### src/hw/rtl/b2r_pkg.sv
// ---------------------------------------------------------------------------
// b2r_pkg
// Shared types and constants for the BMP to RGB565 converter: result kinds,
// the result word, header layout and default sizing.
// ---------------------------------------------------------------------------
package b2r_pkg;

   localparam int MAX_DIM_DEFAULT = 1024;

   // Thumbnail decimation factor; it must be a power of two.
   localparam int THUMB_DIVISOR = 4;
   localparam int THUMB_SHIFT   = $clog2(THUMB_DIVISOR);

   localparam logic [7:0] SIG_B = 8'h42;
   localparam logic [7:0] SIG_M = 8'h4D;

   localparam logic [5:0] HDR_SIG0   = 6'd0;
   localparam logic [5:0] HDR_SIG1   = 6'd1;
   localparam logic [5:0] WIDTH_POS  = 6'd18;
   localparam logic [5:0] WIDTH_END  = 6'd21;
   localparam logic [5:0] HEIGHT_POS = 6'd22;
   localparam logic [5:0] HEIGHT_END = 6'd25;
   localparam logic [5:0] HDR_LAST   = 6'd53;

   typedef enum logic [1:0] {
      KIND_PIXEL     = 2'd0,
      KIND_HEADER_OK = 2'd1,
      KIND_NOT_BMP   = 2'd2,
      KIND_BAD_DIM   = 2'd3
   } kind_type;

   typedef struct packed {
      logic        valid;
      kind_type    kind;
      logic [15:0] pixel_rgb565;
      logic [9:0]  dest_x;
      logic [9:0]  dest_y;
      logic [10:0] image_width;
      logic [10:0] image_height;
      logic        last_pixel;
   } rsp_type;

endpackage

### src/hw/rtl/bmp_to_rgb565_decimator.sv
// ---------------------------------------------------------------------------
// bmp_to_rgb565_decimator
// Streaming converter from a 24-bit BMP byte stream to RGB565 pixels with
// destination coordinates, with an optional decimated thumbnail mode.
// ---------------------------------------------------------------------------
// The req channel takes one file byte per word; req_start_of_file marks the
// first byte of a file and restarts the header parse at that byte.
// The rsp channel returns zero or one word per input byte: header accepted
// with the image size, a signature or dimension rejection, or a pixel with
// its column and top-down row. The last pixel of an image carries
// rsp_last_pixel.
// The csr channel writes thumbnail_mode and is always ready; write it only
// while no file is in flight.
// Throughput is one byte per cycle while the receiver does not stall, set by
// the single parse stage between the input register and the result
// register. A result is valid in the cycle after the edge that moves its
// byte out of the input register.
// When the receiver stalls, the result register holds its word and the
// input register holds or takes at most one more byte; req_ready then stays
// low until rsp_ready returns.
// Reset empties both registers, clears the parser to the start of a header
// and clears thumbnail_mode.
// ---------------------------------------------------------------------------
module bmp_to_rgb565_decimator #(
   parameter int MAX_DIM = b2r_pkg::MAX_DIM_DEFAULT
) (
   input  logic        clock,
   input  logic        reset,
   input  logic        req_valid,
   output logic        req_ready,
   input  logic [7:0]  req_file_byte,
   input  logic        req_start_of_file,
   output logic        rsp_valid,
   input  logic        rsp_ready,
   output logic [1:0]  rsp_kind,
   output logic [15:0] rsp_pixel_rgb565,
   output logic [9:0]  rsp_dest_x,
   output logic [9:0]  rsp_dest_y,
   output logic [10:0] rsp_image_width,
   output logic [10:0] rsp_image_height,
   output logic        rsp_last_pixel,
   input  logic        csr_valid,
   output logic        csr_ready,
   input  logic        csr_thumbnail_mode
);
   import b2r_pkg::*;

   logic       thumb_ff;
   logic       in_valid_ff;
   logic [7:0] byte_ff;
   logic       sof_ff;
   logic       out_valid_ff;
   rsp_type    rsp_ff;
   rsp_type    parse_word;
   logic       advance;

   assign advance   = in_valid_ff && (!out_valid_ff || rsp_ready);
   assign req_ready = !in_valid_ff || advance;
   assign csr_ready = 1'b1;

   always_ff @(posedge clock) begin
      if (reset) begin
         thumb_ff <= 1'b0;
      end else if (csr_valid) begin
         thumb_ff <= csr_thumbnail_mode;
      end
   end

   always_ff @(posedge clock) begin
      if (reset) begin
         in_valid_ff <= 1'b0;
      end else if (req_ready) begin
         in_valid_ff <= req_valid;
      end
      if (req_valid && req_ready) begin
         byte_ff <= req_file_byte;
         sof_ff  <= req_start_of_file;
      end
   end

   b2r_parse #(
      .MAX_DIM(MAX_DIM)
   ) u_parse (
      .clock         (clock),
      .reset         (reset),
      .step          (advance),
      .file_byte     (byte_ff),
      .start_of_file (sof_ff),
      .thumbnail_mode(thumb_ff),
      .word_out      (parse_word)
   );

   always_ff @(posedge clock) begin
      if (reset) begin
         out_valid_ff <= 1'b0;
      end else if (advance) begin
         out_valid_ff <= parse_word.valid;
      end else if (rsp_ready) begin
         out_valid_ff <= 1'b0;
      end
      if (advance) begin
         rsp_ff <= parse_word;
      end
   end

   assign rsp_valid        = out_valid_ff;
   assign rsp_kind         = rsp_ff.kind;
   assign rsp_pixel_rgb565 = rsp_ff.pixel_rgb565;
   assign rsp_dest_x       = rsp_ff.dest_x;
   assign rsp_dest_y       = rsp_ff.dest_y;
   assign rsp_image_width  = rsp_ff.image_width;
   assign rsp_image_height = rsp_ff.image_height;
   assign rsp_last_pixel   = rsp_ff.last_pixel;

`ifndef SYNTHESIS
   a_in_hold: assert property (@(posedge clock) disable iff (reset)
      (in_valid_ff && !advance) |=> (in_valid_ff && $stable(byte_ff) && $stable(sof_ff)))
      else $error("Stalled input word was lost or changed.");

   a_last_is_pixel: assert property (@(posedge clock) disable iff (reset)
      (rsp_valid && rsp_last_pixel) |-> (rsp_kind == KIND_PIXEL))
      else $error("Last-pixel flag on a non-pixel word.");

   a_dims_only_on_header: assert property (@(posedge clock) disable iff (reset)
      (rsp_valid && (rsp_kind != KIND_HEADER_OK)) |->
         ((rsp_image_width == 11'd0) && (rsp_image_height == 11'd0)))
      else $error("Image size on a word that is not a header acceptance.");

   a_no_pixel_on_status: assert property (@(posedge clock) disable iff (reset)
      (rsp_valid && (rsp_kind != KIND_PIXEL)) |->
         ((rsp_pixel_rgb565 == 16'd0) && (rsp_dest_x == 10'd0) && (rsp_dest_y == 10'd0)))
      else $error("Pixel fields set on a status word.");
`endif

endmodule

### src/hw/rtl/b2r_parse.sv
// ---------------------------------------------------------------------------
// b2r_parse
// Per-byte parser state: header check and dimension capture, row and pixel
// walk, color repack and thumbnail selection. The result word is
// combinational from the current byte and the state; the state advances on
// step.
// ---------------------------------------------------------------------------
module b2r_parse #(
   parameter int MAX_DIM = b2r_pkg::MAX_DIM_DEFAULT
) (
   input  logic             clock,
   input  logic             reset,
   input  logic             step,
   input  logic [7:0]       file_byte,
   input  logic             start_of_file,
   input  logic             thumbnail_mode,
   output b2r_pkg::rsp_type word_out
);
   import b2r_pkg::*;

   localparam int DIM_W = $clog2(MAX_DIM + 1);
   localparam int RB_W  = $clog2(3 * MAX_DIM + 4);

   typedef enum logic [1:0] {
      PH_HEADER = 2'd0,
      PH_PIXELS = 2'd1,
      PH_IDLE   = 2'd2
   } phase_type;

   function automatic logic dim_ok(logic [31:0] d);
      return (d != 32'd0) && !d[31] && (d <= 32'(MAX_DIM));
   endfunction

   function automatic logic [9:0] coord10(logic [DIM_W-1:0] v);
      logic [31:0] t;
      t = 32'(v);
      return t[9:0];
   endfunction

   phase_type        phase_ff, phase_in;
   logic [5:0]       hpos_ff, hpos_in;
   logic [31:0]      wgat_ff, wgat_in;
   logic [31:0]      hgat_ff, hgat_in;
   logic [RB_W-1:0]  rowbytes_ff, rowbytes_in;
   logic [RB_W-1:0]  stride_ff, stride_in;
   logic [RB_W-1:0]  rbp_ff, rbp_in;
   logic [DIM_W-1:0] col_ff, col_in;
   logic [DIM_W-1:0] y_ff, y_in;
   logic [1:0]       cph_ff, cph_in;
   logic [7:0]       blue_ff, blue_in;
   logic [7:0]       green_ff, green_in;

   phase_type        phase_cur;
   logic [5:0]       hpos_cur;
   logic [31:0]      wg_cur, hg_cur, wg_upd, hg_upd;
   logic [5:0]       wofs, hofs;
   logic             sig_bad;
   logic [DIM_W-1:0] wid, hgt, wid_new, hgt_new;
   logic [RB_W-1:0]  w3_new, w3p_new, rbp_nxt;
   logic [DIM_W-1:0] xq, yq, wq, hq;
   logic             thumb_keep, thumb_last;
   logic [15:0]      rgb;
   rsp_type          word;

   assign phase_cur = start_of_file ? PH_HEADER : phase_ff;
   assign hpos_cur  = start_of_file ? 6'd0 : hpos_ff;
   assign wg_cur    = start_of_file ? 32'd0 : wgat_ff;
   assign hg_cur    = start_of_file ? 32'd0 : hgat_ff;

   assign sig_bad = ((hpos_cur == HDR_SIG0) && (file_byte != SIG_B)) ||
                    ((hpos_cur == HDR_SIG1) && (file_byte != SIG_M));

   assign wofs   = hpos_cur - WIDTH_POS;
   assign hofs   = hpos_cur - HEIGHT_POS;
   assign wg_upd = ((hpos_cur >= WIDTH_POS) && (hpos_cur <= WIDTH_END)) ?
                   (wg_cur | (32'(file_byte) << {wofs[1:0], 3'b000})) : wg_cur;
   assign hg_upd = ((hpos_cur >= HEIGHT_POS) && (hpos_cur <= HEIGHT_END)) ?
                   (hg_cur | (32'(file_byte) << {hofs[1:0], 3'b000})) : hg_cur;

   assign wid_new = wg_upd[DIM_W-1:0];
   assign hgt_new = hg_upd[DIM_W-1:0];
   assign w3_new  = RB_W'(wid_new) + (RB_W'(wid_new) << 1);
   assign w3p_new = w3_new + RB_W'(3);

   assign wid = wgat_ff[DIM_W-1:0];
   assign hgt = hgat_ff[DIM_W-1:0];

   assign xq = col_ff >> THUMB_SHIFT;
   assign yq = y_ff >> THUMB_SHIFT;
   assign wq = wid >> THUMB_SHIFT;
   assign hq = hgt >> THUMB_SHIFT;
   assign thumb_keep = ((col_ff & DIM_W'(THUMB_DIVISOR - 1)) == '0) &&
                       ((y_ff & DIM_W'(THUMB_DIVISOR - 1)) == '0) &&
                       (yq < hq) && (xq < wq);
   assign thumb_last = (y_ff == '0) && ((xq + DIM_W'(1)) == wq);

   assign rgb     = {file_byte[7:3], green_ff[7:2], blue_ff[7:3]};
   assign rbp_nxt = rbp_ff + RB_W'(1);

   always_comb begin
      phase_in    = phase_cur;
      hpos_in     = hpos_cur;
      wgat_in     = wg_cur;
      hgat_in     = hg_cur;
      rowbytes_in = rowbytes_ff;
      stride_in   = stride_ff;
      rbp_in      = rbp_ff;
      col_in      = col_ff;
      y_in        = y_ff;
      cph_in      = cph_ff;
      blue_in     = blue_ff;
      green_in    = green_ff;
      word        = '0;

      case (phase_cur)
         PH_HEADER: begin
            if (sig_bad) begin
               word.valid = 1'b1;
               word.kind  = KIND_NOT_BMP;
               phase_in   = PH_IDLE;
            end else begin
               wgat_in = wg_upd;
               hgat_in = hg_upd;
               if (hpos_cur >= HDR_LAST) begin
                  word.valid = 1'b1;
                  if (!dim_ok(wg_upd) || !dim_ok(hg_upd)) begin
                     word.kind = KIND_BAD_DIM;
                     phase_in  = PH_IDLE;
                  end else begin
                     word.kind         = KIND_HEADER_OK;
                     word.image_width  = wg_upd[10:0];
                     word.image_height = hg_upd[10:0];
                     phase_in          = PH_PIXELS;
                     rowbytes_in       = w3_new;
                     stride_in         = {w3p_new[RB_W-1:2], 2'b00};
                     rbp_in            = '0;
                     col_in            = '0;
                     cph_in            = 2'd0;
                     y_in              = hgt_new - DIM_W'(1);
                  end
               end else begin
                  hpos_in = hpos_cur + 6'd1;
               end
            end
         end
         PH_PIXELS: begin
            if (rbp_ff < rowbytes_ff) begin
               case (cph_ff)
                  2'd0: begin
                     blue_in = file_byte;
                     cph_in  = 2'd1;
                  end
                  2'd1: begin
                     green_in = file_byte;
                     cph_in   = 2'd2;
                  end
                  default: begin
                     if (!thumbnail_mode) begin
                        word.valid        = 1'b1;
                        word.kind         = KIND_PIXEL;
                        word.pixel_rgb565 = rgb;
                        word.dest_x       = coord10(col_ff);
                        word.dest_y       = coord10(y_ff);
                        word.last_pixel   = (y_ff == '0) &&
                                            (col_ff == wid - DIM_W'(1));
                     end else if (thumb_keep) begin
                        word.valid        = 1'b1;
                        word.kind         = KIND_PIXEL;
                        word.pixel_rgb565 = rgb;
                        word.dest_x       = coord10(xq);
                        word.dest_y       = coord10(yq);
                        word.last_pixel   = thumb_last;
                     end
                     col_in = col_ff + DIM_W'(1);
                     cph_in = 2'd0;
                  end
               endcase
            end
            if (rbp_nxt == stride_ff) begin
               rbp_in = '0;
               col_in = '0;
               cph_in = 2'd0;
               y_in   = y_ff - DIM_W'(1);
               if (y_ff == '0) begin
                  phase_in = PH_IDLE;
               end
            end else begin
               rbp_in = rbp_nxt;
            end
         end
         default: begin
         end
      endcase
   end

   always_ff @(posedge clock) begin
      if (reset) begin
         phase_ff    <= PH_HEADER;
         hpos_ff     <= '0;
         wgat_ff     <= '0;
         hgat_ff     <= '0;
         rowbytes_ff <= '0;
         stride_ff   <= '0;
         rbp_ff      <= '0;
         col_ff      <= '0;
         y_ff        <= '0;
         cph_ff      <= '0;
         blue_ff     <= '0;
         green_ff    <= '0;
      end else if (step) begin
         phase_ff    <= phase_in;
         hpos_ff     <= hpos_in;
         wgat_ff     <= wgat_in;
         hgat_ff     <= hgat_in;
         rowbytes_ff <= rowbytes_in;
         stride_ff   <= stride_in;
         rbp_ff      <= rbp_in;
         col_ff      <= col_in;
         y_ff        <= y_in;
         cph_ff      <= cph_in;
         blue_ff     <= blue_in;
         green_ff    <= green_in;
      end
   end

   assign word_out = word;

endmodule
### config.mk
export PLATFORM = sky130hd
export DESIGN_NAME = bmp_to_rgb565_decimator
export DESIGN_NICKNAME = d
export VERILOG_FILES = /design/src/hw/rtl/b2r_pkg.sv /design/src/hw/rtl/bmp_to_rgb565_decimator.sv /design/src/hw/rtl/b2r_parse.sv
export SDC_FILE = /design/constraint.sdc
export NUM_CORES = 1
export LEC_CHECK = 0
export BUFFER_PORTS_ARGS = -buffer_cell sky130_fd_sc_hd__buf_4
export CAP_MARGIN = 5
export CORE_MARGIN = 8
export CORE_UTILIZATION = 45
export DETAILED_ROUTE_END_ITERATION = 16
export PLACE_DENSITY = 0.71
export SLEW_MARGIN = 20
export SYNTH_ARGS = -nofsm -noshare
export SYNTH_HDL_FRONTEND = slang
export SYNTH_HIERARCHICAL = 1
export SYNTH_SLANG_ARGS = --single-unit
### constraint.sdc
create_clock -name clock -period 7 [get_ports clock]
set_clock_uncertainty 0.1 [all_clocks]
set_input_delay 0.7 -clock clock [delete_from_list [all_inputs] [get_ports clock]]
set_output_delay 0.7 -clock clock [all_outputs]
set_load 0.05 [all_outputs]
Word level (Yosys, flattened, before mapping):

Cells that the tools add are included.
Widths: inputs -> output; s select.

* output and inout bits: 64
* input bits: 15
* flip-flop bits (word level): 219

* shift-type cells: 2
* bitwise gates (word level): 8
* add/subtract/negate cells: 11
* reduce and logical (&&, ||, !) cells: 45
* multiplexer cells: 55
* eq/ne operators: 14
* magnitude comparators: 10

Operators by type and width (number)
* $mux 32: 8
* $mux 39: 4
* $mux 11: 10
* $le 32x11->1 const B: 2
* $or 32x32->32: 2
* $reduce_bool 32->1: 2
* $shl 8x5->32: 2
* $mux 12: 4
* $pmux 11 s2: 2
* $logic_not 11->1: 3
* $sub 11x1->11 const B: 3
* $mux 2: 12
* $mux 6: 4
* $pmux 12 s2: 1
* $lt 9x9->1: 2
* $ne 8x7->1 const B: 2
* $logic_and 1x1->1: 15
* $add 11x12->12: 1
* $add 12x1->12 const B: 1
* $add 12x2->12 const B: 1
* $eq 12x12->1: 1
* $ge 6x5->1 const B: 2
* $le 6x5->1 const B: 2
* $lt 12x12->1: 1
* other kinds (29): 58

Longest topological paths before layout:

Gate-level depths: netlist (run 1).

* depth in word-level cells: 15
* depth in mapped cells: 17
* depth with buffers taken out: 15

Cells and area by module:

Netlist (run 1), hierarchy kept.

Modules (own cells, without submodules)
* b2r_parse: area an instance 9624.2 um^2, cells an instance 1228, times used 1
* bmp_to_rgb565_decimator: area an instance 2250.9 um^2, cells an instance 85, times used 1

Least setup slack after synthesis (run 1):

No wires, ideal clock.

* kind: register to register
* from: reg sof_ff
* to: reg u_parse.stride_ff[11]
* cell stages (with the launch flop): 17
* data required time: 6830 ps
* data arrival time: 3562 ps
* period minus slack after synthesis: 3732 ps
* slack: 3268 ps
* setup time: 70 ps
* path through: edfxtp_1 > nor3b_4 > and3_1 > clkbuf_1 > a22oi_1 > inv_1 > ha_1 > inv_1 > fa_1 > nor2b_1 > o31a_1 > xor2_1 > nand4_1 > nor4_1 > a31o_2 > nand3_1 > a21oi_1

* word-level cells in the longest chain between the ends: 12

RTL lines
* from (decl): RTL line bmp_to_rgb565_decimator.sv:51 `logic sof_ff;`
* from (signal assigned): RTL line bmp_to_rgb565_decimator.sv:77 `sof_ff <= req_start_of_file;`
* branches (longest 12 deep; another with $add 11x12->12)
* to (signal assigned): RTL line b2r_parse.sv:216 `stride_ff <= stride_in;`
* to (decl): RTL line b2r_parse.sv:45 `logic [RB_W-1:0] stride_ff, stride_in;`

Several ways; the timed one is not identified.
A chain may end at the register's enable or synchronous reset.

Worst setup path after layout (run 1):

* from: reg sof_ff
* to: reg u_parse.stride_ff[11]

RTL lines
* $mux 6: RTL line b2r_parse.sv:66 `assign hpos_cur = start_of_file ? 6'd0 : hpos_ff;`
* $sub 2x2->2: RTL line b2r_parse.sv:73 `assign wofs = hpos_cur - WIDTH_POS;`
* $shl 8x5->32: RTL line b2r_parse.sv:76 `(wg_cur | (32'(file_byte) << {wofs[1:0], 3'b000})) : wg_cur;`
* $or 32x32->32: RTL line b2r_parse.sv:76
* $mux 32 (*): RTL line b2r_parse.sv:75 `assign wg_upd = ((hpos_cur >= WIDTH_POS) && (hpos_cur <= WIDTH_END)) ?`
* $add 11x12->12 (*): RTL line b2r_parse.sv:82 `assign w3_new = RB_W'(wid_new) + (RB_W'(wid_new) << 1);`
* net u_parse.w3_new[0]: RTL line b2r_parse.sv:59 `logic [RB_W-1:0] w3_new, w3p_new, rbp_nxt;`
* $add 12x2->12 (*): RTL line b2r_parse.sv:83 `assign w3p_new = w3_new + RB_W'(3);`

The timed path passes the listed nets; every way through them passes the cells marked *.

==> results of run 1 <==
==> kinds of logic (layout without fill, tap and decap cells) <==
family	after synthesis	in the layout	synth area share
AOI/OAI and AO/OA	303	303	0.180
xor gates and xnor gates	65	65	0.0479
adders and majority gates	50	50	0.0533
buffers and inverters	155	194	0.0540
DFF	214	214	0.420
muxes	42	42	0.0359
other	1	1	0.000316
and+or+nand+nor	483	483	0.208
==> cell usage in the layout (no fill, tap or decap), types with 5 or more instances in the layout <==
master	count
nor2b_1	12
a21oi_1	53
xor2_1	20
nand2_1	54
nor3_1	38
nand3b_1	6
o21ai_0	31
dfxtp_1	144
a31oi_1	17
nor3b_1	21
and3_1	14
buf_4	93
o211ai_1	5
a21o_1	15
a211oi_1	29
nand3_1	38
a311oi_1	14
clkbuf_16	30
a32oi_1	7
edfxtp_1	70
nand2b_1	18
or3_1	9
inv_1	56
clkinv_2	5
nand4_1	20
ha_1	49
nor2_1	191
o22ai_1	7
xnor2_1	45
nor4_1	23
a22oi_1	73
mux2i_1	40
==> state kept, by name, indices dropped and copies added, names as in the netlist, 2 cells and up <==
signal	cells
u_parse/hgat_ff	32
u_parse/wgat_ff	32
rsp_pixel_rgb565	16
u_parse/rbp_ff	12
u_parse/rowbytes_ff	12
rsp_image_height	11
rsp_image_width	11
u_parse/col_ff	11
u_parse/y_ff	11
rsp_dest_x	10
rsp_dest_y	10
u_parse/stride_ff	10
byte_ff	8
u_parse/green_ff	6
u_parse/hpos_ff	6
u_parse/blue_ff	5
rsp_kind	2
u_parse/cph_ff	2
u_parse/phase_ff	2
==> final cells by class <==
cell class	count	share of cell area
clock buffer	35	0.0594
tap	335	0.0312
timing repair buffer	93	0.0519
sequential	214	0.371
inverter	57	0.0159
clock inverter	9	0.00446
multi-input combinational	944	0.467
==> metal layers <==
metal,part of all wire,vias up,GRT usage,wire [um]
met5,0,-,0,0
met4,0.024,0,0.0592,748
met3,0.065,48,0.0207,2050
met2,0.48,343,0.324,14900
met1,0.43,4884,0.255,13600
li1,-,4848,-,-
==> synth_stat cells (4+ instances only) <==
cell and count:
a311oi_1 14, o211ai_1 5, buf_2 20, mux2i_1 40
nor2_1 191, nand4_1 20, o2111ai_1 4, a211oi_1 29
nand3b_1 6, nand2_1 55, o22ai_1 7, nor3b_1 21
o21bai_1 4, nand3_1 38, nand2b_1 18, xor2_1 20
a22oi_1 73, edfxtp_1 70, nor2b_1 12, or3_1 9
nor3_1 38, a21oi_1 53, inv_1 56, and2_1 4
dfxtp_1 144, xnor2_1 45, nor4_1 23, a41oi_1 4
clkbuf_1 68, a32oi_1 7, or4_1 4, o21ai_0 31
ha_1 49, a21o_1 15, and3_1 14, a31oi_1 17
or2_2 4
==> worst register-to-register path, stage by stage, from the launching register on <==
cell      delay, ns
edfxtp_1       0.35
buf_4          0.22
nor3b_4        0.50
and3_1         0.45
a22oi_1        0.24
inv_1          0.12
ha_1           0.17
inv_1          0.05
fa_1           0.42
nor2b_1        0.22
o31a_1         0.16
xor2_1         0.30
nand4_1        0.20
nor4_1         0.54
a31o_2         0.23
nand3_1        0.07
a21oi_1        0.15
==> per-stage QoR <==
step                      area (um^2)  total power [W]  utilization  hold slack (ns)  worst slack (ns)
after floorplan                 11900          0.00146            -            0.352              3.27
after global placement          12600          0.00153        0.484            0.368              2.72
after detailed placement        12600          0.00153        0.484            0.377              2.53
after CTS                       13400          0.00283        0.517            0.251              2.53
after global routing            13500          0.00289        0.518            0.256              2.07
final                           13500          0.00282        0.518            0.265              2.44
==> final timing paths <==
check | from | endpoint | cells past startpoint
worst max-delay path | sof_ff | u_parse/stride_ff[11] | 16
worst min-delay path | req_file_byte[2] | byte_ff[2] | 1
worst max register to register | sof_ff | u_parse/stride_ff[11] | 16
worst min register to register | u_parse/blue_ff[5] | u_parse/blue_ff[5] | 2
==> where the power goes <==
| group | leakage [nW] | total [W] | switching, W | internal (W) |
|---|---|---|---|---|
| registers | 1.78 | 0.00132 | 0.0000159 | 0.00130 |
| logic | 2.68 | 0.000179 | 0.000137 | 0.0000419 |
| clock network | 0.424 | 0.00132 | 0.000518 | 0.000800 |
==> qor.csv, run 1 <==
metric,value,unit
GPL Wtd Cong,0.898,
P per Cell Area,209,nW/um^2
"slowest stage delay, CP",0.54,ns
"Largest delay share family, worst path",simple AND/OR/NAND/NOR gates,
"Slowest-stage cell, CP",nor4_1,
clock sink count,214,
warnings from Yosys,6,
die height,178,um
WL final,31300,um
reg-to-reg setup timing slack,2.44,ns
Yosys top cell by area,dfxtp_1,
Worst Hold Class,in -> reg,
ANT nets after route,0,
"non-filler cells, final",1687,
critical path class,reg -> reg,
setup violators final,0,
DRC violation count after routing,0,
H-Tree Depth,1,
Boundary Pins,79,
routed length per instance,18.6,um
vias per cell,6.00,
setup TNS,0,ns
Syn Nets,1378,
Netlist Area Pre-Place,11900,um^2
Starting Density,0.457,
CTS tree,yes,
RSZ-0062 raised after global routing,false,
Synth Instances,1313,
Starting DRT DRC Count,914,
post-cts resize count,0,
Peak VDD IR,0.000157,V
dpl hpwl,21500,um
die footprint,31800,um^2
gr usage total,0.192,
DR pass1 iterations,5,
placed insts,1643,
Core ar.,26000,um^2
Layout area overhead,13.3,%
nets,1399,
Post-CTS Setup Bufs,0,
hold buffer count at cts,0,
IO buf count,77,
Clock Latency Late Sink,0.51,ns
main area contributors after synthesis,"dfxtp_1, edfxtp_1, nor2_1",
Max clock buf depth,3,
ANT cells,0,
Rows,59,
CP bufs+invs,3,
Fillers,2363,
number of global-route vias before repair,9502,
Root Driver,clkbuf_16,
Worst Max-Slew Pin Slew,1.08,ns
FF+latch area,4980,um^2
Achievable Freq,219,MHz
"EDFF count, synth",70,
data arrival time at the worst-slack endpoint,4.90,ns
status,"finished, final reports clean",
"Remaining Overflow, GRT",0,
Fin. Hold Viols,0,
ys async rst share,0,
CTS buffer count,24,
detailed-route via count,10100,
Slew Limit Fails,0,
Netlist cell types,88,
"Clk pin slew, worst setup/hold paths",0.06,ns
mean area per synthesized cell,9.04,um^2
register area share after synthesis,0.420,
P_leak,4.88,nW
"flops & latches, synth",214,
layout cells sized above 1,0.122,
CP endpoint kind,flip-flop,
leading register cell type out of synthesis,dfxtp_1,
initial antenna violation count,0,
crit path time final,4.56,ns
crit start category,flip-flop,
area occupied by multi-input gates,6280,um^2
first-pass GRT wire length,50400,um
crit path cell chain,buf_4 -> nor3b_4 -> and3_1 -> a22oi_1 -> inv_1 -> ha_1 -> inv_1 -> fa_1 -> nor2b_1 -> o31a_1 -> xor2_1 -> nand4_1 -> nor4_1 -> a31o_2 -> nand3_1 -> a21oi_1,
final critical-path share of the clock period,0.652,
"Data required, critical path",7.34,ns
CP dominant cell by count,inv_1,
Max Cap Viol,0,
relative slew slack,0.278,
crit-path max FO,24,
die span in x,178,um
Synth top area share,0.243,
largest net degree at the start of global routing,93,
(Power assumes the default switching activity.)
==> inputs of run 2 (changes only) <==
==> constraint.sdc (replaced) <==
create_clock -name clock -period 4.51 [get_ports clock]
set_clock_uncertainty 0.1 [all_clocks]
set_input_delay 0.451 -clock clock [delete_from_list [all_inputs] [get_ports clock]]
set_output_delay 0.451 -clock clock [all_outputs]
set_load 0.05 [all_outputs]
==> qor.csv, run 2 (synthesis gave the netlist of run 1 again) <==
metric,value,unit
area occupied by multi-input gates,6260,um^2
H-Tree Depth,1,
number of global-route vias before repair,9656,
post-cts resize count,0,
Max clock buf depth,3,
Peak VDD IR,0.000256,V
relative slew slack,0.304,
setup violators final,0,
crit path time final,4.14,ns
ANT nets after route,0,
Achievable Freq,242,MHz
Starting DRT DRC Count,878,
Clock Latency Late Sink,0.54,ns
DRC violation count after routing,0,
initial antenna violation count,0,
P_leak,4.88,nW
"Data required, critical path",4.84,ns
IO buf count,77,
Max Cap Viol,0,
largest net degree at the start of global routing,79,
"non-filler cells, final",1710,
Seq pwr share,0.492,
Rows,59,
Fillers,2408,
Core ar.,26000,um^2
final critical-path share of the clock period,0.917,
layout cells sized above 1,0.122,
die height,178,um
most frequent cells in the layout,"nor2_1, dfxtp_1, buf_4",
data arrival time at the worst-slack endpoint,4.47,ns
gr usage total,0.194,
ANT cells,0,
Worst Hold Class,in -> reg,
sw power,0.00102,W
clock network power share,0.440,
Starting Density,0.457,
WL final,31400,um
"Clk pin slew, worst setup/hold paths",0.06,ns
CTS buffer count,24,
nets,1422,
crit start category,flip-flop,
"Remaining Overflow, GRT",0,
CTS tree,yes,
"commonest non-fill, non-tap cell in the layout",nor2_1,
WHS Path Cells,3,
FF+latch area,4980,um^2
routed length per instance,18.4,um
clock sink count,214,
dpl hpwl,22300,um
crit-path max FO,14,
Layout area overhead,13.8,%
Fin. Hold Viols,0,
vias per cell,5.91,
internal power,0.00315,W
R2R cell count,13,
Root Driver,clkbuf_16,
switching fraction of total power,0.245,
GPL Wtd Cong,0.912,
Logic pwr share,0.068,
Slew Limit Fails,0,
critical path class,reg -> reg,
CP endpoint kind,flip-flop,
setup TNS,0,ns
die footprint,31800,um^2
P per Cell Area,308,nW/um^2
status,"finished, final reports clean",
RSZ-0062 raised after global routing,false,
DR pass1 iterations,8,
Worst Max-Slew Pin Slew,1.04,ns
first-pass GRT wire length,50700,um
die span in x,178,um
detailed-route via count,10100,
Boundary Pins,79,
placed insts,1657,
Hold Slack,0.0558,ns
## run 2: cell types whose count changed in the layout (fill, tap and decap cells not counted), moves of 2 or more
cell,previous run,this run
clkinv_1,0,5
clkbuf_16,30,24
clkbuf_1,2,8
clkinv_2,5,2
clkinvlp_4,2,0
dlygate4sd3_1,0,9
buf_4,93,107
## run 2: timing repair
item,CTS,global route
endpoints found under the hold margin,9,0
hold buffers,9,0
setup buffers,0,0
## run 2: cell type report
type / instances / area share
inverters: 57 / 0.0158
clock inverters: 8 / 0.00435
flip-flops and latches: 214 / 0.369
clock buffers: 36 / 0.0507
well taps: 335 / 0.0310
repair buffers: 116 / 0.0661
multi-input cells: 944 / 0.463
## run 2: worst paths after layout
path / endpoint / startpoint / slack, ns
worst max-delay path: u_parse/stride_ff[11] / u_parse/hpos_ff[0] / 0.37
worst min-delay path: thumb_ff / csr_thumbnail_mode / 0.06
worst max register to register: u_parse/stride_ff[11] / u_parse/hpos_ff[0] / 0.37
worst min register to register: u_parse/green_ff[5] / u_parse/green_ff[5] / 0.39
## run 2: critical path, cell delays in order (launching register included)
cell and delay, ns:
dfxtp_1 0.54, nor2b_1 0.17, and3_1 0.27, a22oi_1 0.51
inv_1 0.16, ha_1 0.33, a21oi_1 0.27, o2111ai_1 0.20
xor2_1 0.30, nand4_1 0.19, nor4_1 0.53, a31o_2 0.24
nand3_1 0.07, a21oi_1 0.13
## run 2: through the flow
step / instance area (um^2) / power, W / setup WS, ns / util
after CTS: 13500 / 0.00421 / 0.399 / 0.520
after global routing: 13500 / 0.00430 / 0.0790 / 0.520
final: 13500 / 0.00417 / 0.374 / 0.520
after floorplan: 11900 / 0.00227 / 0.778 / -
after global placement: 12700 / 0.00237 / 0.548 / 0.488
after detailed placement: 12700 / 0.00237 / 0.456 / 0.488
## run 2: metal layers
metal,routed length [um],up-vias,track usage
met3,2350,63,0.0296
met5,0,-,0
met2,14700,376,0.321
met4,926,0,0.0696
met1,13500,4790,0.252
li1,-,4883,-
## run 2: power by group through the flow
stage | combinational [W] | clock, W | sequential, W
final | 0.000285 | 0.00183 | 0.00205
after global routing | 0.000298 | 0.00195 | 0.00205
after CTS | 0.000286 | 0.00187 | 0.00205
after detailed placement | 0.000279 | 0 | 0.00209
after global placement | 0.000277 | 0 | 0.00209
after floorplan | 0.0000937 | 0 | 0.00218
